$ cat src/rtl/core/cda_pkg.sv
// Shared types, constants, microcode program and month table for the date/time adder.
package cda_pkg;

  localparam int YEAR_BITS    = 16;
  localparam int ADD_DAY_BITS = 12;
  localparam int DAY_W        = (ADD_DAY_BITS > 6) ? ADD_DAY_BITS + 1 : 7;
  localparam int SEC_W        = 7;
  localparam int MIN_W        = 7;
  localparam int HOUR_W       = 6;
  localparam int STEP_W       = 4;

  typedef logic [YEAR_BITS-1:0]    year_t;
  typedef logic [ADD_DAY_BITS-1:0] add_day_t;
  typedef logic [DAY_W-1:0]        day_t;
  typedef logic [SEC_W-1:0]        sec_t;
  typedef logic [MIN_W-1:0]        min_t;
  typedef logic [HOUR_W-1:0]       hour_t;
  typedef logic [STEP_W-1:0]       step_t;

  localparam sec_t  SEC_LIMIT   = SEC_W'(60);
  localparam min_t  MIN_LIMIT   = MIN_W'(60);
  localparam hour_t HOUR_LIMIT  = HOUR_W'(24);
  localparam logic [3:0] MONTHS = 4'd12;
  localparam logic [4:0] MAX_HOUR = 5'd23;
  localparam logic [5:0] MAX_MIN_SEC = 6'd59;

  typedef enum logic [3:0] {
    OP_ACCEPT,
    OP_NOP,
    OP_ADD_SEC,
    OP_NORM_SEC,
    OP_ADD_MIN,
    OP_NORM_MIN,
    OP_ADD_HOUR,
    OP_NORM_HOUR,
    OP_ADD_DAY,
    OP_NORM_DAY,
    OP_EMIT
  } op_e;

  typedef enum logic [2:0] {
    JC_NEXT,
    JC_ALWAYS,
    JC_NO_ACCEPT,
    JC_LOAD,
    JC_CARRY,
    JC_OUT_BUSY
  } cond_e;

  typedef struct packed {
    op_e   op;
    cond_e cond;
    step_t target;
  } uword_t;

  typedef struct packed {
    logic accept;
    logic load_mode;
    logic carry;
    logic out_busy;
  } status_t;

  localparam step_t STEP_IDLE      = 4'd0;
  localparam step_t STEP_DISPATCH  = 4'd1;
  localparam step_t STEP_ADD_SEC   = 4'd2;
  localparam step_t STEP_NORM_SEC  = 4'd3;
  localparam step_t STEP_ADD_MIN   = 4'd4;
  localparam step_t STEP_NORM_MIN  = 4'd5;
  localparam step_t STEP_ADD_HOUR  = 4'd6;
  localparam step_t STEP_NORM_HOUR = 4'd7;
  localparam step_t STEP_ADD_DAY   = 4'd8;
  localparam step_t STEP_NORM_DAY  = 4'd9;
  localparam step_t STEP_EMIT      = 4'd10;
  localparam step_t STEP_RETURN    = 4'd11;

  function automatic uword_t ucode_rom(step_t step);
    uword_t w;
    case (step)
      STEP_IDLE:      w = '{OP_ACCEPT,    JC_NO_ACCEPT, STEP_IDLE};
      STEP_DISPATCH:  w = '{OP_NOP,       JC_LOAD,      STEP_EMIT};
      STEP_ADD_SEC:   w = '{OP_ADD_SEC,   JC_NEXT,      STEP_IDLE};
      STEP_NORM_SEC:  w = '{OP_NORM_SEC,  JC_CARRY,     STEP_NORM_SEC};
      STEP_ADD_MIN:   w = '{OP_ADD_MIN,   JC_NEXT,      STEP_IDLE};
      STEP_NORM_MIN:  w = '{OP_NORM_MIN,  JC_CARRY,     STEP_NORM_MIN};
      STEP_ADD_HOUR:  w = '{OP_ADD_HOUR,  JC_NEXT,      STEP_IDLE};
      STEP_NORM_HOUR: w = '{OP_NORM_HOUR, JC_CARRY,     STEP_NORM_HOUR};
      STEP_ADD_DAY:   w = '{OP_ADD_DAY,   JC_NEXT,      STEP_IDLE};
      STEP_NORM_DAY:  w = '{OP_NORM_DAY,  JC_CARRY,     STEP_NORM_DAY};
      STEP_EMIT:      w = '{OP_EMIT,      JC_OUT_BUSY,  STEP_EMIT};
      STEP_RETURN:    w = '{OP_NOP,       JC_ALWAYS,    STEP_IDLE};
      default:        w = '{OP_NOP,       JC_ALWAYS,    STEP_IDLE};
    endcase
    return w;
  endfunction

  function automatic logic [4:0] month_len(logic [3:0] month);
    logic [4:0] len;
    case (month)
      4'd2:                      len = 5'd28;
      4'd4, 4'd6, 4'd9, 4'd11:   len = 5'd30;
      default:                   len = 5'd31;
    endcase
    return len;
  endfunction

endpackage

$ cat src/rtl/core/cda_useq.sv
// Microcode sequencer: step counter, program table lookup and conditional jumps.
module cda_useq (
  input  logic             clk_i,
  input  logic             rst_ni,
  input  cda_pkg::status_t status_i,
  output cda_pkg::op_e     op_o
);
  import cda_pkg::*;

  step_t  upc_q, upc_d;
  uword_t uword;
  logic   take;

  always_comb begin
    uword = ucode_rom(upc_q);
    case (uword.cond)
      JC_NEXT:      take = 1'b0;
      JC_ALWAYS:    take = 1'b1;
      JC_NO_ACCEPT: take = !status_i.accept;
      JC_LOAD:      take = status_i.load_mode;
      JC_CARRY:     take = status_i.carry;
      JC_OUT_BUSY:  take = status_i.out_busy;
      default:      take = 1'b1;
    endcase
    upc_d = take ? uword.target : upc_q + step_t'(1);
    op_o  = uword.op;
  end

  always_ff @(posedge clk_i or negedge rst_ni) begin
    if (!rst_ni) begin
      upc_q <= STEP_IDLE;
    end else begin
      upc_q <= upc_d;
    end
  end

endmodule

$ cat src/rtl/core/cda_dpath.sv
// Datapath: date and time registers, carry tests, handshakes and the output register.
module cda_dpath (
  input  logic              clk_i,
  input  logic              rst_ni,
  input  cda_pkg::op_e      op_i,
  output cda_pkg::status_t  status_o,
  input  logic              valid_i,
  output logic              stall_o,
  input  logic              mode_i,
  input  logic [15:0]       load_year_i,
  input  logic [3:0]        load_month_i,
  input  logic [4:0]        load_day_i,
  input  logic [4:0]        load_hour_i,
  input  logic [5:0]        load_minute_i,
  input  logic [5:0]        load_second_i,
  input  logic [11:0]       add_days_i,
  input  logic [4:0]        add_hours_i,
  input  logic [5:0]        add_minutes_i,
  input  logic [5:0]        add_seconds_i,
  output logic              valid_o,
  input  logic              stall_i,
  output logic [15:0]       out_year_o,
  output logic [3:0]        out_month_o,
  output logic [4:0]        out_day_o,
  output logic [4:0]        out_hour_o,
  output logic [5:0]        out_minute_o,
  output logic [5:0]        out_second_o
);
  import cda_pkg::*;

  year_t      year_q;
  logic [3:0] month_q;
  day_t       day_q;
  hour_t      hour_q;
  min_t       min_q;
  sec_t       sec_q;
  logic       mode_q;
  add_day_t   add_days_q;
  logic [4:0] add_hours_q;
  logic [5:0] add_min_q;
  logic [5:0] add_sec_q;
  logic       out_valid_q;
  logic [15:0] out_year_q;
  logic [3:0]  out_month_q;
  logic [4:0]  out_day_q;
  logic [4:0]  out_hour_q;
  logic [5:0]  out_min_q;
  logic [5:0]  out_sec_q;

  logic       accept;
  logic       out_busy;
  logic       emit;
  logic [4:0] cur_len;
  logic [3:0] ld_month;
  logic [4:0] ld_day;
  logic [4:0] ld_hour;
  logic [5:0] ld_min;
  logic [5:0] ld_sec;

  assign stall_o  = (op_i != OP_ACCEPT);
  assign accept   = valid_i && !stall_o;
  assign out_busy = out_valid_q && stall_i;
  assign emit     = (op_i == OP_EMIT) && !out_busy;
  assign cur_len  = month_len(month_q);

  always_comb begin
    ld_month = load_month_i;
    if (load_month_i == 4'd0) begin
      ld_month = 4'd1;
    end else if (load_month_i > MONTHS) begin
      ld_month = MONTHS;
    end
    ld_day  = (load_day_i == 5'd0) ? 5'd1 : load_day_i;
    ld_hour = (load_hour_i > MAX_HOUR) ? MAX_HOUR : load_hour_i;
    ld_min  = (load_minute_i > MAX_MIN_SEC) ? MAX_MIN_SEC : load_minute_i;
    ld_sec  = (load_second_i > MAX_MIN_SEC) ? MAX_MIN_SEC : load_second_i;
  end

  always_comb begin
    status_o.accept    = accept;
    status_o.load_mode = !mode_q;
    status_o.out_busy  = out_busy;
    case (op_i)
      OP_NORM_SEC:  status_o.carry = (sec_q >= SEC_LIMIT);
      OP_NORM_MIN:  status_o.carry = (min_q >= MIN_LIMIT);
      OP_NORM_HOUR: status_o.carry = (hour_q >= HOUR_LIMIT);
      OP_NORM_DAY:  status_o.carry = (day_q > day_t'(cur_len));
      default:      status_o.carry = 1'b0;
    endcase
  end

  always_ff @(posedge clk_i or negedge rst_ni) begin
    if (!rst_ni) begin
      year_q      <= '0;
      month_q     <= 4'd1;
      day_q       <= day_t'(1);
      hour_q      <= '0;
      min_q       <= '0;
      sec_q       <= '0;
      mode_q      <= 1'b0;
      out_valid_q <= 1'b0;
    end else begin
      if (emit) begin
        out_valid_q <= 1'b1;
      end else if (out_valid_q && !stall_i) begin
        out_valid_q <= 1'b0;
      end
      case (op_i)
        OP_ACCEPT: begin
          if (accept) begin
            mode_q <= mode_i;
            if (!mode_i) begin
              year_q  <= year_t'(load_year_i);
              month_q <= ld_month;
              day_q   <= day_t'(ld_day);
              hour_q  <= hour_t'(ld_hour);
              min_q   <= min_t'(ld_min);
              sec_q   <= sec_t'(ld_sec);
            end
          end
        end
        OP_ADD_SEC: sec_q <= sec_q + sec_t'(add_sec_q);
        OP_NORM_SEC: begin
          if (sec_q >= SEC_LIMIT) begin
            sec_q <= sec_q - SEC_LIMIT;
            min_q <= min_q + min_t'(1);
          end
        end
        OP_ADD_MIN: min_q <= min_q + min_t'(add_min_q);
        OP_NORM_MIN: begin
          if (min_q >= MIN_LIMIT) begin
            min_q  <= min_q - MIN_LIMIT;
            hour_q <= hour_q + hour_t'(1);
          end
        end
        OP_ADD_HOUR: hour_q <= hour_q + hour_t'(add_hours_q);
        OP_NORM_HOUR: begin
          if (hour_q >= HOUR_LIMIT) begin
            hour_q <= hour_q - HOUR_LIMIT;
            day_q  <= day_q + day_t'(1);
          end
        end
        OP_ADD_DAY: day_q <= day_q + day_t'(add_days_q);
        OP_NORM_DAY: begin
          if (day_q > day_t'(cur_len)) begin
            day_q <= day_q - day_t'(cur_len);
            if (month_q >= MONTHS) begin
              month_q <= 4'd1;
              year_q  <= year_q + year_t'(1);
            end else begin
              month_q <= month_q + 4'd1;
            end
          end
        end
        default: begin
        end
      endcase
    end
  end

  always_ff @(posedge clk_i) begin
    if (accept) begin
      add_days_q  <= add_day_t'(add_days_i);
      add_hours_q <= add_hours_i;
      add_min_q   <= add_minutes_i;
      add_sec_q   <= add_seconds_i;
    end
    if (emit) begin
      out_year_q  <= 16'(year_q);
      out_month_q <= month_q;
      out_day_q   <= day_q[4:0];
      out_hour_q  <= hour_q[4:0];
      out_min_q   <= min_q[5:0];
      out_sec_q   <= sec_q[5:0];
    end
  end

  assign valid_o      = out_valid_q;
  assign out_year_o   = out_year_q;
  assign out_month_o  = out_month_q;
  assign out_day_o    = out_day_q;
  assign out_hour_o   = out_hour_q;
  assign out_minute_o = out_min_q;
  assign out_second_o = out_sec_q;

endmodule

$ cat src/rtl/core/calendar_datetime_adder.sv
// Top level of the calendar date and time adder.
// A load word goes from idle via dispatch to emit, which fills the output register.
// An add word runs the add and normalise steps for seconds, minutes, hours and days,
// with one more normalise step per time carry and per month rolled; for 4095 days
// the month roll loop sets the run. From emit, return leads to idle for a new word.
// Reset (asynchronous, active low) sets 0000-01-01 00:00:00 and empties the output.
module calendar_datetime_adder (
  input  logic        clk_i,
  input  logic        rst_ni,
  input  logic        valid_i,
  output logic        stall_o,
  input  logic        mode_i,
  input  logic [15:0] load_year_i,
  input  logic [3:0]  load_month_i,
  input  logic [4:0]  load_day_i,
  input  logic [4:0]  load_hour_i,
  input  logic [5:0]  load_minute_i,
  input  logic [5:0]  load_second_i,
  input  logic [11:0] add_days_i,
  input  logic [4:0]  add_hours_i,
  input  logic [5:0]  add_minutes_i,
  input  logic [5:0]  add_seconds_i,
  output logic        valid_o,
  input  logic        stall_i,
  output logic [15:0] out_year_o,
  output logic [3:0]  out_month_o,
  output logic [4:0]  out_day_o,
  output logic [4:0]  out_hour_o,
  output logic [5:0]  out_minute_o,
  output logic [5:0]  out_second_o
);
  import cda_pkg::*;

  op_e     op;
  status_t status;

  cda_useq u_useq (
    .clk_i    (clk_i),
    .rst_ni   (rst_ni),
    .status_i (status),
    .op_o     (op)
  );

  cda_dpath u_dpath (
    .clk_i         (clk_i),
    .rst_ni        (rst_ni),
    .op_i          (op),
    .status_o      (status),
    .valid_i       (valid_i),
    .stall_o       (stall_o),
    .mode_i        (mode_i),
    .load_year_i   (load_year_i),
    .load_month_i  (load_month_i),
    .load_day_i    (load_day_i),
    .load_hour_i   (load_hour_i),
    .load_minute_i (load_minute_i),
    .load_second_i (load_second_i),
    .add_days_i    (add_days_i),
    .add_hours_i   (add_hours_i),
    .add_minutes_i (add_minutes_i),
    .add_seconds_i (add_seconds_i),
    .valid_o       (valid_o),
    .stall_i       (stall_i),
    .out_year_o    (out_year_o),
    .out_month_o   (out_month_o),
    .out_day_o     (out_day_o),
    .out_hour_o    (out_hour_o),
    .out_minute_o  (out_minute_o),
    .out_second_o  (out_second_o)
  );

endmodule

$ cat config.mk
export PLATFORM = sky130hd
export DESIGN_NAME = calendar_datetime_adder
export DESIGN_NICKNAME = d
export VERILOG_FILES = /design/src/rtl/core/cda_pkg.sv /design/src/rtl/core/cda_useq.sv /design/src/rtl/core/cda_dpath.sv /design/src/rtl/core/calendar_datetime_adder.sv
export SDC_FILE = /design/constraint.sdc
export NUM_CORES = 1
export LEC_CHECK = 0
export BUFFER_PORTS_ARGS = -buffer_cell sky130_fd_sc_hd__buf_2
export CAP_MARGIN = 20
export CORE_UTILIZATION = 59
export CTS_BUF_LIST = sky130_fd_sc_hd__clkbuf_8
export CTS_CLUSTER_SIZE = 40
export DETAILED_ROUTE_END_ITERATION = 12
export GPL_TIMING_DRIVEN = 1
export PLACE_DENSITY = 0.81
export SYNTH_ARGS = -nofsm -noshare
export SYNTH_HDL_FRONTEND = slang
export SYNTH_SLANG_ARGS = --single-unit
$ cat constraint.sdc
create_clock -name clk_i -period 4.94 [get_ports clk_i]
set_input_delay 0.494 -clock clk_i [delete_from_list [all_inputs] [get_ports clk_i]]
set_output_delay 0.494 -clock clk_i [all_outputs]
set_load 0.02 [all_outputs]
==> impl_summary.txt, run 1 <==
----------------------------------------------------
[Run status]
  Result of the run ... completed

[STA]
  Final Setup Violations ... 0
  Setup ws final ... 0.754 ns
  Worst-case clock skew ... 0.0129 ns
  Final-report hold violation count ... 0
  Transition time at the pin with the least slew margin ... 0.966 ns
  Final clock period utilization by the worst path ... 0.847
  Clock period minus worst slack ... 4.19 ns
  Final Slew Violations ... 0
  FMAX ... 239 MHz
  Worst max-slew margin expressed relative to the limit ... 0.356
  Accumulated negative setup slack ... 0 ns
  RSZ-0062 raised after global routing ... no

[Clocking]
  CTS resizes ... 0
  Root buf cell ... sky130_fd_sc_hd__clkbuf_8
  Maximum level of the CTS H-tree ... 4
  TritonCTS Sinks ... 130
  Number of buffers inserted for hold repair after clock tree synthesis ... 0
  Cts bufs inserted ... 17
  Number of buffers inserted by post-CTS setup repair ... 0
  TritonCTS clock tree ... built
  Clock insertion delay at the later pin of the skew report ... 0.46 ns
  CTS Buffer Depth ... 2
  CTS clk-pin slew, worst paths ... 0.07 ns

[Route]
  Wire length per cell ... 17.0 µm
  1st-pass router iterations ... 9
  Post-DRT Antenna Nets ... 0
  Violation count after the first detailed-route iteration ... 628
  Highest layer used for signal routing ... met4
  DR WL met3 ... 1190 µm
  Met2 wire len ... 8520 µm
  Via count ... 6431
  Number of vias per cell after detailed routing ... 6.17
  Final WL ... 17700 µm
  DRC violations left ... 0
  Metal1 wirelength ... 7570 µm

[Place]
  Half-perimeter wire length after detailed placement ... 12700 µm
  Count of buffers inserted at the top-level ports ... 119
  Weighted congestion reported at the end of routability-driven placement ... 0.953
  Worst setup slack after placement ... 0.842 ns

[Final layout]
  Number of inserted diodes ... 0
  Share of layout cells above drive strength 1 ... 0.216
  Multi-input logic area ... 3760 µm²
  Total Nets Final ... 985
  Sequential Area ... 3610 µm²
  Synth-to-Final Area Change ... 16.3%
  Count of fill cells added during filler insertion ... 876

[Logic synthesis]
  Per-instance average area after synthesis ... 10.3 µm²
  Synthesis-stage register bit count ... 130
  Distinct cells, synth ... 80
  Summed instance area of the synthesized netlist ... 7560 µm²
  Synth warnings ... 0
  Count of flip-flops with a built-in enable after synthesis ... 71
  Share of flip-flops with an asynchronous set or reset after synthesis ... 0.454
  Post-synthesis net count ... 857
  Commonest register cell after synthesis ... sky130_fd_sc_hd__edfxtp_1
  Mapped Cells ... 733
  Register area share after synthesis ... 0.477

[Setup path]
  Critical path origin ... u_useq.upc_q[0]$_DFFE_PN0P_
  Depth of the worst register-to-register path ... 15
  Startpoint type of the worst setup path ... register
  Required arrival time at the worst endpoint ... 5.29 ns
  End point of the critical path ... u_dpath.day_q[12]$_DFFE_PN0P_
  Kind of critical path ... reg2reg
  Slack of the worst reg-to-reg path ... 0.75 ns
  Worst flop-to-flop path startpoint ... u_useq.upc_q[0]$_DFFE_PN0P_
  Crit path DAT ... 4.53 ns
  Critical register-to-register path endpoint ... u_dpath.day_q[12]$_DFFE_PN0P_
  Worst-path maximum fanout ... 17
  CP endpoint kind ... register

[Floorplan]
  DIE AREA ... 13300 µm²
  Count of boundary I/O pins ... 120
  Std cell rows ... 40
  Standard cell core area ... 12300 µm²
  Initial core utilization ... 0.617
  Overall die width ... 115 µm
  Chip Height ... 115 µm

[GRT]
  Largest net degree at the start of global routing ... 60
  All-layer global routing usage ... 0.277
  Total global routing overflow ... 0
  First-pass GRT wire length ... 28300 µm
  Antenna violations before repair ... 0
  Number of global-route vias before repair ... 6124

[Pwr]
  Worst ir drop on vdd ... 0.000453 V
  Sequential Power Share ... 0.339
  Leakage power summed over all cells ... 3.66 nW
  Internal portion of total power ... 0.00322 W
  Power density over the cells ... 644 nW/µm²
  Switch Pwr ... 0.00244 W
  Relative contribution of combinational cells to total power ... 0.486
  Switching power as a share of total power ... 0.431
  Power share of the clock group ... 0.176

[Min path]
  Classification of the worst-slack hold path ... in2async

[Job]
  Number of violations of the max-capacitance limit ... 0

----------------------------------------------------
cell families after synthesis:
group                      count (synthesis)  share of synthesized area
xor gates and xnor gates                  20                     0.0232
AOI/OAI and AO/OA                        236                      0.208
buffers and inverters                     46                     0.0270
DFF                                      130                      0.477
muxes                                      8                     0.0114
and+or+nand+nor                          245                      0.169
adders and majority gates                 48                     0.0844
layout make-up:
cell class / count / area share
flip-flops and latches: 130 / 0.410
clock buffers: 20 / 0.0313
multi-input cells: 557 / 0.427
inverters: 27 / 0.0115
clock inverters: 12 / 0.0188
well taps: 168 / 0.0239
repair buffers: 128 / 0.0768
worst min-delay path by stage:
stage / start / end / slack (ns) / cells after the start
2_1_floorplan: rst_ni / u_dpath.day_q[10]$_DFFE_PN0P_ / 0.20 / 0
3_3_place_gp: u_dpath.year_q[8]$_DFFE_PN0P_ / u_dpath.out_year_o[8]$_DFFE_PP_ / 0.45 / 0
3_5_place_dp: u_dpath.year_q[14]$_DFFE_PN0P_ / u_dpath.out_year_o[14]$_DFFE_PP_ / 0.46 / 0
4_1_cts: add_hours_i[2] / u_dpath.add_hours_q[2]$_DFFE_PP_ / 0.19 / 1
5_1_grt: add_days_i[6] / u_dpath.add_days_q[6]$_DFFE_PP_ / 0.18 / 1
6_report: rst_ni / u_dpath.sec_q[3]$_DFFE_PN0P_ / 0.20 / 2
cell usage after synthesis (9+ instances only):
cell type | instances | area [µm²]
sky130_fd_sc_hd__nand3_1 | 24 | 120
sky130_fd_sc_hd__o31ai_1 | 9 | 67.6
sky130_fd_sc_hd__nor2_1 | 64 | 240
sky130_fd_sc_hd__a21oi_1 | 70 | 350
sky130_fd_sc_hd__inv_1 | 24 | 90.1
sky130_fd_sc_hd__o22ai_1 | 9 | 56.3
sky130_fd_sc_hd__nor3_1 | 15 | 75.1
sky130_fd_sc_hd__a31oi_1 | 10 | 62.6
sky130_fd_sc_hd__xnor2_1 | 15 | 131
sky130_fd_sc_hd__nand2b_1 | 10 | 62.6
sky130_fd_sc_hd__nand4_1 | 9 | 56.3
sky130_fd_sc_hd__and2_1 | 25 | 156
sky130_fd_sc_hd__nand2_1 | 53 | 199
sky130_fd_sc_hd__o21ai_0 | 38 | 190
sky130_fd_sc_hd__edfxtp_1 | 71 | 2130
sky130_fd_sc_hd__a21o_1 | 12 | 90.1
sky130_fd_sc_hd__a22o_1 | 9 | 78.8
sky130_fd_sc_hd__ha_1 | 43 | 538
sky130_fd_sc_hd__a211oi_1 | 9 | 67.6
sky130_fd_sc_hd__dfrtp_1 | 57 | 1430
registers in the layout (all words and copies together), names as in the netlist:
register and cells:
u_dpath.out_year_o 16, u_dpath.year_q 16, u_dpath.day_q 13, u_dpath.add_days_q 12, u_dpath.min_q 7, u_dpath.sec_q 7
u_dpath.add_min_q 6, u_dpath.add_sec_q 6, u_dpath.hour_q 6, u_dpath.out_minute_o 6, u_dpath.out_second_o 6, u_dpath.add_hours_q 5
u_dpath.out_day_o 5, u_dpath.out_hour_o 5, u_dpath.month_q 4, u_dpath.out_month_o 4, u_useq.upc_q 4, u_dpath.mode_q 1
u_dpath.valid_o 1
placed cells by master, fill, tap and decap left out, types with 6 or more instances in the layout:
cell type / synthesis / final
sky130_fd_sc_hd__ha_1: 43 / 43
sky130_fd_sc_hd__buf_2: 7 / 119
sky130_fd_sc_hd__nand2_1: 53 / 53
sky130_fd_sc_hd__a21oi_1: 70 / 69
sky130_fd_sc_hd__nor2b_1: 8 / 8
sky130_fd_sc_hd__o21a_1: 7 / 7
sky130_fd_sc_hd__nor3_1: 15 / 15
sky130_fd_sc_hd__and2_1: 25 / 25
sky130_fd_sc_hd__clkbuf_8: 0 / 20
sky130_fd_sc_hd__o21ai_1: 8 / 8
sky130_fd_sc_hd__nand3_1: 24 / 24
sky130_fd_sc_hd__a211oi_1: 9 / 9
sky130_fd_sc_hd__dfrtp_1: 57 / 57
sky130_fd_sc_hd__xnor2_1: 15 / 15
sky130_fd_sc_hd__o21ai_0: 38 / 38
sky130_fd_sc_hd__edfxtp_1: 71 / 71
sky130_fd_sc_hd__o31ai_1: 9 / 9
sky130_fd_sc_hd__buf_4: 4 / 8
sky130_fd_sc_hd__o21bai_1: 6 / 6
sky130_fd_sc_hd__nand2b_1: 10 / 10
sky130_fd_sc_hd__a22o_1: 9 / 9
sky130_fd_sc_hd__nand4_1: 9 / 9
sky130_fd_sc_hd__nor2_1: 64 / 64
sky130_fd_sc_hd__a31oi_1: 10 / 10
sky130_fd_sc_hd__a21o_1: 12 / 12
sky130_fd_sc_hd__o22ai_1: 9 / 9
sky130_fd_sc_hd__inv_1: 24 / 28
through the flow:
stage / util / area, µm² / hold WS, ns / instances / power [W]
after floorplan: - / 7560 / 0.198 / 733 / 0.00396
after global placement: 0.680 / 8340 / 0.452 / 1009 / 0.00449
after detailed placement: 0.680 / 8340 / 0.462 / 1009 / 0.00460
after CTS: 0.716 / 8780 / 0.187 / 1041 / 0.00562
after global routing: 0.718 / 8800 / 0.177 / 1042 / 0.00604
final: 0.718 / 8800 / 0.202 / 1042 / 0.00567
routing by layer:
| layer | GRT usage | up-vias |
|---|---|---|
| met5 | 0 | - |
| met4 | 0.114 | 0 |
| met3 | 0.0796 | 49 |
| met2 | 0.459 | 304 |
| met1 | 0.341 | 3060 |
| li1 | - | 3018 |
power by group through the flow:
stage / combinational, W / sequential [W] / clock, W
floorplan: 0.00210 / 0.00186 / 0
global placement: 0.00258 / 0.00191 / 0
detailed placement: 0.00268 / 0.00192 / 0
CTS: 0.00271 / 0.00191 / 0.00100
global route: 0.00303 / 0.00196 / 0.00105
finish: 0.00275 / 0.00192 / 0.000995
worst max-delay path, cell delays in order (launching register included):
cell and delay, ns:
sky130_fd_sc_hd__dfrtp_1 0.62, sky130_fd_sc_hd__ha_1 0.37, sky130_fd_sc_hd__inv_1 0.07, sky130_fd_sc_hd__ha_1 0.30
sky130_fd_sc_hd__inv_2 0.09, sky130_fd_sc_hd__nor4b_4 0.24, sky130_fd_sc_hd__nand2b_1 0.14, sky130_fd_sc_hd__ha_1 0.25
sky130_fd_sc_hd__fa_1 0.43, sky130_fd_sc_hd__a211oi_1 0.29, sky130_fd_sc_hd__o21ai_0 0.21, sky130_fd_sc_hd__a211oi_1 0.41
sky130_fd_sc_hd__o211ai_1 0.15, sky130_fd_sc_hd__and2_1 0.16, sky130_fd_sc_hd__a211oi_1 0.25, sky130_fd_sc_hd__nor3_1 0.09
No activity file was read; power rests on OpenSTA's default activity.
==> run 2, diff against run 1 <==
==> constraint.sdc (replaced) <==
create_clock -name clk_i -period 3.9 [get_ports clk_i]
set_input_delay 0.39 -clock clk_i [delete_from_list [all_inputs] [get_ports clk_i]]
set_output_delay 0.39 -clock clk_i [all_outputs]
set_load 0.02 [all_outputs]
==> run 2 against run 1 <==
Cell count increased by 0.77%; flip-flop and latch count did not move; total power rose by 25%; sequential share of layout area about the same; via count shrank 1.5%.
==> impl_summary.txt, run 2 (same netlist as run 1, synthesis figures left out) <==
----------------------------------------------------
[GRT]
  Largest net degree at the start of global routing ... 60 (unchanged)
  Total global routing overflow ... 0 (unchanged)
  Antenna violations before repair ... 0 (unchanged)
  Number of global-route vias before repair ... 6274 (was 6124)
  First-pass GRT wire length ... 29400 µm (was 28300 µm)
  All-layer global routing usage ... 0.289 (was 0.277)

[Clocking]
  Clock insertion delay at the later pin of the skew report ... 0.47 ns (was 0.46 ns)
  Maximum level of the CTS H-tree ... 4 (unchanged)
  Root buf cell ... sky130_fd_sc_hd__clkbuf_8 (unchanged)
  CTS Buffer Depth ... 2 (unchanged)
  Cts bufs inserted ... 17 (unchanged)
  Number of buffers inserted by post-CTS setup repair ... 0 (unchanged)
  CTS clk-pin slew, worst paths ... 0.07 ns (about the same)
  TritonCTS clock tree ... built (unchanged)
  TritonCTS Sinks ... 130 (unchanged)

[Floorplan]
  DIE AREA ... 13300 µm² (unchanged)
  Initial core utilization ... 0.617 (unchanged)
  Standard cell core area ... 12300 µm² (unchanged)
  Chip Height ... 115 µm (unchanged)
  Overall die width ... 115 µm (unchanged)
  Count of boundary I/O pins ... 120 (unchanged)
  Std cell rows ... 40 (unchanged)

[Final layout]
  Count of fill cells added during filler insertion ... 917 (was 876)
  Commonest cells after routing, fill and taps aside ... sky130_fd_sc_hd__buf_2, sky130_fd_sc_hd__edfxtp_1, sky130_fd_sc_hd__a21oi_1 (unchanged)
  Multi-input logic area ... 3760 µm² (about the same)
  Total Nets Final ... 993 (was 985)
  Sequential Area ... 3610 µm² (unchanged)
  Most common cell after layout, fill and taps aside ... sky130_fd_sc_hd__buf_2 (unchanged)
  Synth-to-Final Area Change ... 16.3% (about the same)
  Share of layout cells above drive strength 1 ... 0.222 (was 0.216)
  Number of inserted diodes ... 0 (unchanged)

[Min path]
  Classification of the worst-slack hold path ... in2async (unchanged)

[STA]
  FMAX ... 281 MHz (was 239 MHz)
  Accumulated negative setup slack ... 0 ns (unchanged)
  Transition time at the pin with the least slew margin ... 0.832 ns (was 0.966 ns)
  Setup ws final ... 0.342 ns (was 0.754 ns)
  Worst max-slew margin expressed relative to the limit ... 0.445 (was 0.356)
  Clock period minus worst slack ... 3.56 ns (was 4.19 ns)
  Final clock period utilization by the worst path ... 0.912 (was 0.847)
  Final Setup Violations ... 0 (unchanged)
  Final-report hold violation count ... 0 (unchanged)
  RSZ-0062 raised after global routing ... no (unchanged)
  Final Slew Violations ... 0 (unchanged)
  Worst-case clock skew ... 0.0105 ns (was 0.0129 ns)

[Pwr]
  Switch Pwr ... 0.00309 W (was 0.00244 W)
  Power density over the cells ... 808 nW/µm² (was 644 nW/µm²)
  Power share of the clock group ... 0.159 (was 0.176)
  Worst ir drop on vdd ... 0.000538 V (was 0.000453 V)
  Sequential Power Share ... 0.337 (was 0.339)
  Internal portion of total power ... 0.00402 W (was 0.00322 W)
  Switching power as a share of total power ... 0.434 (was 0.431)
  Leakage power summed over all cells ... 3.68 nW (was 3.66 nW)
  Relative contribution of combinational cells to total power ... 0.504 (was 0.486)

[Place]
  Half-perimeter wire length after detailed placement ... 13000 µm (was 12700 µm)
  Weighted congestion reported at the end of routability-driven placement ... 0.904 (was 0.953)
  Count of buffers inserted at the top-level ports ... 119 (unchanged)
  Worst setup slack after placement ... 0.202 ns (was 0.842 ns)

[Setup path]
  Required arrival time at the worst endpoint ... 4.27 ns (was 5.29 ns)
  Startpoint type of the worst setup path ... register (unchanged)
  Worst-path maximum fanout ... 6 (was 17)
  Critical path origin ... u_useq.upc_q[0]$_DFFE_PN0P_ (unchanged)
  CP endpoint kind ... register (unchanged)
  Crit path DAT ... 3.93 ns (was 4.53 ns)
  Kind of critical path ... reg2reg (unchanged)
  Worst flop-to-flop path startpoint ... u_useq.upc_q[0]$_DFFE_PN0P_ (unchanged)

[Route]
  Violation count after the first detailed-route iteration ... 527 (was 628)
  Number of vias per cell after detailed routing ... 6.04 (was 6.17)
  1st-pass router iterations ... 5 (was 9)
  Wire length per cell ... 17.1 µm (was 17.0 µm)
  Via count ... 6337 (was 6431)
  Post-DRT Antenna Nets ... 0 (unchanged)
  Final WL ... 17900 µm (was 17700 µm)
  DRC violations left ... 0 (unchanged)

[Job]
  Number of violations of the max-capacitance limit ... 0 (unchanged)

[Run status]
  Result of the run ... completed (unchanged)

----------------------------------------------------
## run 2: power by group through the flow
stage	clock network, W	logic [W]	registers [W]
2_1_floorplan	0	0.00266	0.00235
3_3_place_gp	0	0.00341	0.00238
3_5_place_dp	0	0.00352	0.00241
4_1_cts	0.00115	0.00355	0.00239
5_1_grt	0.00120	0.00398	0.00246
6_report	0.00113	0.00358	0.00240
## run 2: final cells by class
class	instances	share of cell area
multi-input cells	557	0.428
flip-flops and latches	130	0.410
repair buffers	136	0.0822
clock buffers	21	0.0328
well taps	168	0.0239
inverters	27	0.0115
clock inverters	11	0.0114
## run 2: routing by layer
| layer | wire, µm | track usage |
|---|---|---|
| met5 | 0 | 0 |
| met1 | 7730 | 0.362 |
| met4 | 488 | 0.136 |
| met2 | 8730 | 0.478 |
| met3 | 970 | 0.0648 |
## run 2: per-stage QoR
stage / hold slack, ns / power, W / area [µm²] / util / cells
2_1_floorplan: 0.0944 / 0.00501 / 7560 / - / 733
3_3_place_gp: 0.450 / 0.00579 / 8410 / 0.686 / 1018
3_5_place_dp: 0.457 / 0.00593 / 8410 / 0.686 / 1018
4_1_cts: 0.0651 / 0.00709 / 8790 / 0.717 / 1050
5_1_grt: 0.0704 / 0.00764 / 8800 / 0.718 / 1050
6_report: 0.0821 / 0.00711 / 8800 / 0.718 / 1050
## run 2: worst max-delay path, cell delays in order, from the launching register on
cell and delay [ns]:
sky130_fd_sc_hd__dfrtp_1 0.47, sky130_fd_sc_hd__ha_1 0.28, sky130_fd_sc_hd__inv_1 0.07, sky130_fd_sc_hd__ha_1 0.17, sky130_fd_sc_hd__inv_2 0.06, sky130_fd_sc_hd__nor4b_4 0.23
sky130_fd_sc_hd__nand2b_1 0.11, sky130_fd_sc_hd__ha_1 0.24, sky130_fd_sc_hd__fa_1 0.45, sky130_fd_sc_hd__a211oi_1 0.28, sky130_fd_sc_hd__o21ai_1 0.16, sky130_fd_sc_hd__a211oi_2 0.27
sky130_fd_sc_hd__o211ai_1 0.12, sky130_fd_sc_hd__and2_1 0.16, sky130_fd_sc_hd__o2111a_1 0.23, sky130_fd_sc_hd__nor3_1 0.16
## run 2: worst paths after layout
| check | end | cells past startpoint | slack [ns] |
|---|---|---|---|
| max in group asynchronous | u_dpath.day_q[1]$_DFFE_PN0P_ | 2 | 3.25 |
| max | u_dpath.day_q[12]$_DFFE_PN0P_ | 15 | 0.34 |
| min in group clk_i | u_dpath.add_days_q[2]$_DFFE_PP_ | 1 | 0.09 |
| min | u_dpath.sec_q[5]$_DFFE_PN0P_ | 2 | 0.08 |
| min reg2reg | u_dpath.out_year_o[8]$_DFFE_PP_ | 0 | 0.47 |
| max reg2reg | u_dpath.day_q[12]$_DFFE_PN0P_ | 15 | 0.34 |
## run 2: timing repair
action	4_1_cts	5_1_grt
resized for setup	0	2
hold buffers	0	0
setup endpoints to repair	0	2
==> run 3, diff against run 2 <==
--- a/config.mk
+++ b/config.mk
@@ -5,9 +5,10 @@
 export SDC_FILE = /design/constraint.sdc
 export NUM_CORES = 1
 export LEC_CHECK = 0
+export ABC_AREA = 1
 export BUFFER_PORTS_ARGS = -buffer_cell sky130_fd_sc_hd__buf_2
 export CAP_MARGIN = 20
-export CORE_UTILIZATION = 59
+export CORE_UTILIZATION = 60
 export CTS_BUF_LIST = sky130_fd_sc_hd__clkbuf_8
 export CTS_CLUSTER_SIZE = 40
 export DETAILED_ROUTE_END_ITERATION = 12
==> run 3 against run 2 <==
Cell count rose by 25%; critical path depth is 1 higher; sequential power about the same; critical endpoint is now u_dpath.day_q[4]$_DFFE_PN0P_; highest routed layer unchanged.
==> impl_summary.txt, run 3 <==
----------------------------------------------------
[Final layout]
  Commonest cells after routing, fill and taps aside ... sky130_fd_sc_hd__nand2_1, sky130_fd_sc_hd__buf_2, sky130_fd_sc_hd__inv_1 (was sky130_fd_sc_hd__buf_2, sky130_fd_sc_hd__edfxtp_1, sky130_fd_sc_hd__a21oi_1)
  Number of inserted diodes ... 0 (unchanged)
  Most common cell after layout, fill and taps aside ... sky130_fd_sc_hd__nand2_1 (was sky130_fd_sc_hd__buf_2)
  Synth-to-Final Area Change ... 14.4% (was 16.3%)
  Area of all placed cells without fillers ... 9270 µm² (was 8800 µm²)
  Share of layout cells above drive strength 1 ... 0.188 (was 0.222)
  Total Nets Final ... 1252 (was 993)

[Clocking]
  Maximum level of the CTS H-tree ... 4 (unchanged)
  TritonCTS Sinks ... 130 (unchanged)
  Clock insertion delay at the later pin of the skew report ... 0.47 ns (about the same)
  TritonCTS clock tree ... built (unchanged)
  CTS clk-pin slew, worst paths ... 0.08 ns (was 0.07 ns)
  Root buf cell ... sky130_fd_sc_hd__clkbuf_8 (unchanged)
  Cts bufs inserted ... 17 (unchanged)
  CTS Buffer Depth ... 2 (unchanged)
  Number of buffers inserted by post-CTS setup repair ... 0 (unchanged)

[Floorplan]
  DIE AREA ... 14000 µm² (was 13300 µm²)
  Std cell rows ... 42 (was 40)
  Standard cell core area ... 13200 µm² (was 12300 µm²)
  Count of boundary I/O pins ... 120 (unchanged)
  Chip Height ... 118 µm (was 115 µm)
  Overall die width ... 118 µm (was 115 µm)
  Initial core utilization ... 0.615 (was 0.617)

[STA]
  Final-report hold violation count ... 0 (unchanged)
  Transition time at the pin with the least slew margin ... 0.769 ns (was 0.832 ns)
  RSZ-0062 raised after global routing ... no (unchanged)
  Accumulated negative setup slack ... 0 ns (unchanged)
  Final clock period utilization by the worst path ... 0.848 (was 0.912)
  FMAX ... 302 MHz (was 281 MHz)
  Worst-case clock skew ... 0.0125 ns (was 0.0105 ns)
  Final Slew Violations ... 0 (unchanged)
  Worst Hold Margin ... 0.0908 ns (was 0.0821 ns)
  Final Setup Violations ... 0 (unchanged)
  Clock period minus worst slack ... 3.31 ns (was 3.56 ns)
  Worst max-slew margin expressed relative to the limit ... 0.482 (was 0.445)

[Setup path]
  Required arrival time at the worst endpoint ... 4.25 ns (was 4.27 ns)
  Crit path DAT ... 3.66 ns (was 3.93 ns)
  Worst flop-to-flop path startpoint ... u_useq.upc_q[0]$_DFFE_PN0P_ (unchanged)
  Kind of critical path ... reg2reg (unchanged)
  Critical path origin ... u_useq.upc_q[0]$_DFFE_PN0P_ (unchanged)
  CP endpoint kind ... register (unchanged)
  Startpoint type of the worst setup path ... register (unchanged)
  Worst-path maximum fanout ... 13 (was 6)

[Place]
  Weighted congestion reported at the end of routability-driven placement ... 0.944 (was 0.904)
  Count of buffers inserted at the top-level ports ... 119 (unchanged)
  Half-perimeter wire length after detailed placement ... 13600 µm (was 13000 µm)
  Cell area after placement ... 8880 µm² (was 8410 µm²)

[Job]
  Number of violations of the max-capacitance limit ... 0 (unchanged)

[Logic synthesis]
  Area share of the largest cell type after synthesis ... 0.263 (was 0.282)
  Leading cell type by number of instances after synthesis ... sky130_fd_sc_hd__nand2_1 (was sky130_fd_sc_hd__edfxtp_1)
  List of most frequent post-synthesis cells ... sky130_fd_sc_hd__nand2_1, sky130_fd_sc_hd__inv_1, sky130_fd_sc_hd__nor2_1 (was sky130_fd_sc_hd__edfxtp_1, sky130_fd_sc_hd__a21oi_1, sky130_fd_sc_hd__nor2_1)
  Mapped Cells ... 999 (was 733)
  Post-synthesis net count ... 1123 (was 857)
  Synthesis-stage register bit count ... 130 (unchanged)
  Synth warnings ... 0 (unchanged)
  Share of flip-flops with an asynchronous set or reset after synthesis ... 0.454 (unchanged)
  Cells taking the most area after synthesis ... sky130_fd_sc_hd__edfxtp_1, sky130_fd_sc_hd__dfrtp_1, sky130_fd_sc_hd__nand2_1 (was sky130_fd_sc_hd__edfxtp_1, sky130_fd_sc_hd__dfrtp_1, sky130_fd_sc_hd__ha_1)
  Per-instance average area after synthesis ... 8.12 µm² (was 10.3 µm²)
  Count of flip-flops with a built-in enable after synthesis ... 71 (unchanged)
  Distinct cells, synth ... 49 (was 80)
  Commonest register cell after synthesis ... sky130_fd_sc_hd__edfxtp_1 (unchanged)
  Register area share after synthesis ... 0.445 (was 0.477)
  Summed instance area of the synthesized netlist ... 8110 µm² (was 7560 µm²)
  Largest area contributor in the netlist ... sky130_fd_sc_hd__edfxtp_1 (unchanged)

[GRT]
  Number of global-route vias before repair ... 6808 (was 6274)
  All-layer global routing usage ... 0.279 (was 0.289)
  Largest net degree at the start of global routing ... 37 (was 60)
  Total global routing overflow ... 0 (unchanged)
  Antenna violations before repair ... 0 (unchanged)
  First-pass GRT wire length ... 30800 µm (was 29400 µm)

[Route]
  DRC violations left ... 0 (unchanged)
  Number of vias per cell after detailed routing ... 5.42 (was 6.04)
  Final WL ... 18300 µm (was 17900 µm)
  Post-DRT Antenna Nets ... 0 (unchanged)
  1st-pass router iterations ... 5 (unchanged)
  Via count ... 7140 (was 6337)
  Wire length per cell ... 13.9 µm (was 17.1 µm)
  Violation count after the first detailed-route iteration ... 454 (was 527)

[Pwr]
  Leakage power summed over all cells ... 4.53 nW (was 3.68 nW)
  Power, Total ... 0.00702 W (was 0.00711 W)
  Worst ir drop on vdd ... 0.000425 V (was 0.000538 V)
  Power density over the cells ... 757 nW/µm² (was 808 nW/µm²)

[Min path]
  Hold Path Origin ... add_days_i[8]
  Classification of the worst-slack hold path ... in2reg (was in2async)

[Run status]
  Result of the run ... completed (unchanged)

----------------------------------------------------
==> run 3: cell count changes after synthesis, sizes merged, moves of 10 or more <==
| cell | change |
|---|---|
| a211oi | -10 |
| a21o | -11 |
| a21oi | -34 |
| and2 | -24 |
| inv | +84 |
| nand2 | +255 |
| nand2b | -10 |
| nand3 | +55 |
| nor2 | +29 |
| o21ai | +32 |
| or2 | +17 |
| xnor2 | -14 |
==> run 3: layout make-up <==
type                       instances  area [µm²]
clock buffer                      17         234
clock inverter                    15         151
fill                            1104        3920
inverter                         111         419
multi-input combinational        744        4000
sequential                       130        3610
tap                              176         220
timing repair buffer             124         636
==> run 3: routing by layer <==
metal  up-vias  part of all wire  GRT usage  wire, µm
met2       233              0.49      0.472      8950
met3        38             0.057     0.0594      1040
met1      3274              0.44      0.349      7990
met5         -                 0          0         0
met4         0             0.019      0.110       346
li1       3595                 -          -         -
==> run 3: power breakdown <==
part / internal, W / switching, W / leakage (nW)
Clock: 0.000615 / 0.000538 / 0.206
Sequential: 0.00195 / 0.000456 / 1.38
Combinational: 0.00120 / 0.00225 / 2.94
Total: 0.00377 / 0.00325 / 4.53
==> run 3: worst paths after layout <==
check,cells past startpoint,end,slack [ns]
worst max-delay path,16,u_dpath.day_q[4]$_DFFE_PN0P_,0.59
worst min-delay path,1,u_dpath.add_days_q[8]$_DFFE_PP_,0.09
worst max register to register,16,u_dpath.day_q[4]$_DFFE_PN0P_,0.59
worst min register to register,0,u_dpath.out_year_o[14]$_DFFE_PP_,0.49
max in group asynchronous,3,u_dpath.day_q[0]$_DFFE_PN1P_,2.48
min in group asynchronous,2,u_dpath.min_q[3]$_DFFE_PN0P_,0.48
==> run 3: per-stage QoR <==
stage          setup WS [ns]  std cells  utilization
2_1_floorplan          0.143        999            -
3_3_place_gp           0.685       1284        0.673
3_5_place_dp           0.624       1284        0.673
4_1_cts                0.601       1317        0.703
5_1_grt                0.333       1317        0.703
6_report               0.591       1317        0.703
==> run 3: kinds of logic (layout without fill, tap and decap cells) <==
logic type      after synthesis  in the layout  share of synthesized area
buf+inv                     125            267                     0.0625
xor+xnor                     10             10                     0.0108
simple gates                537            537                      0.297
flops                       130            130                      0.445
fa+ha+maj                    48             48                     0.0787
compound gates              149            149                      0.106
==> run 3: repair_timing <==
action,CTS,global route
hold buffers,1,0
hold endpoints to repair,25,0
endpoints found under the setup margin,0,0
resized for setup,0,0
==> run 3: worst max-delay path, stage by stage (launching register included) <==
cell and delay [ns]:
sky130_fd_sc_hd__dfrtp_1 0.50, sky130_fd_sc_hd__inv_2 0.13, sky130_fd_sc_hd__ha_1 0.23, sky130_fd_sc_hd__nand3_2 0.13
sky130_fd_sc_hd__nand2_4 0.12, sky130_fd_sc_hd__nor2_8 0.12, sky130_fd_sc_hd__nand2_2 0.19, sky130_fd_sc_hd__or2_2 0.34
sky130_fd_sc_hd__ha_1 0.23, sky130_fd_sc_hd__fa_1 0.44, sky130_fd_sc_hd__nand3_1 0.09, sky130_fd_sc_hd__nand2_1 0.09
sky130_fd_sc_hd__or2_2 0.29, sky130_fd_sc_hd__nand3_1 0.08, sky130_fd_sc_hd__nand3_1 0.08, sky130_fd_sc_hd__nand2_1 0.06
sky130_fd_sc_hd__o21ai_1 0.05
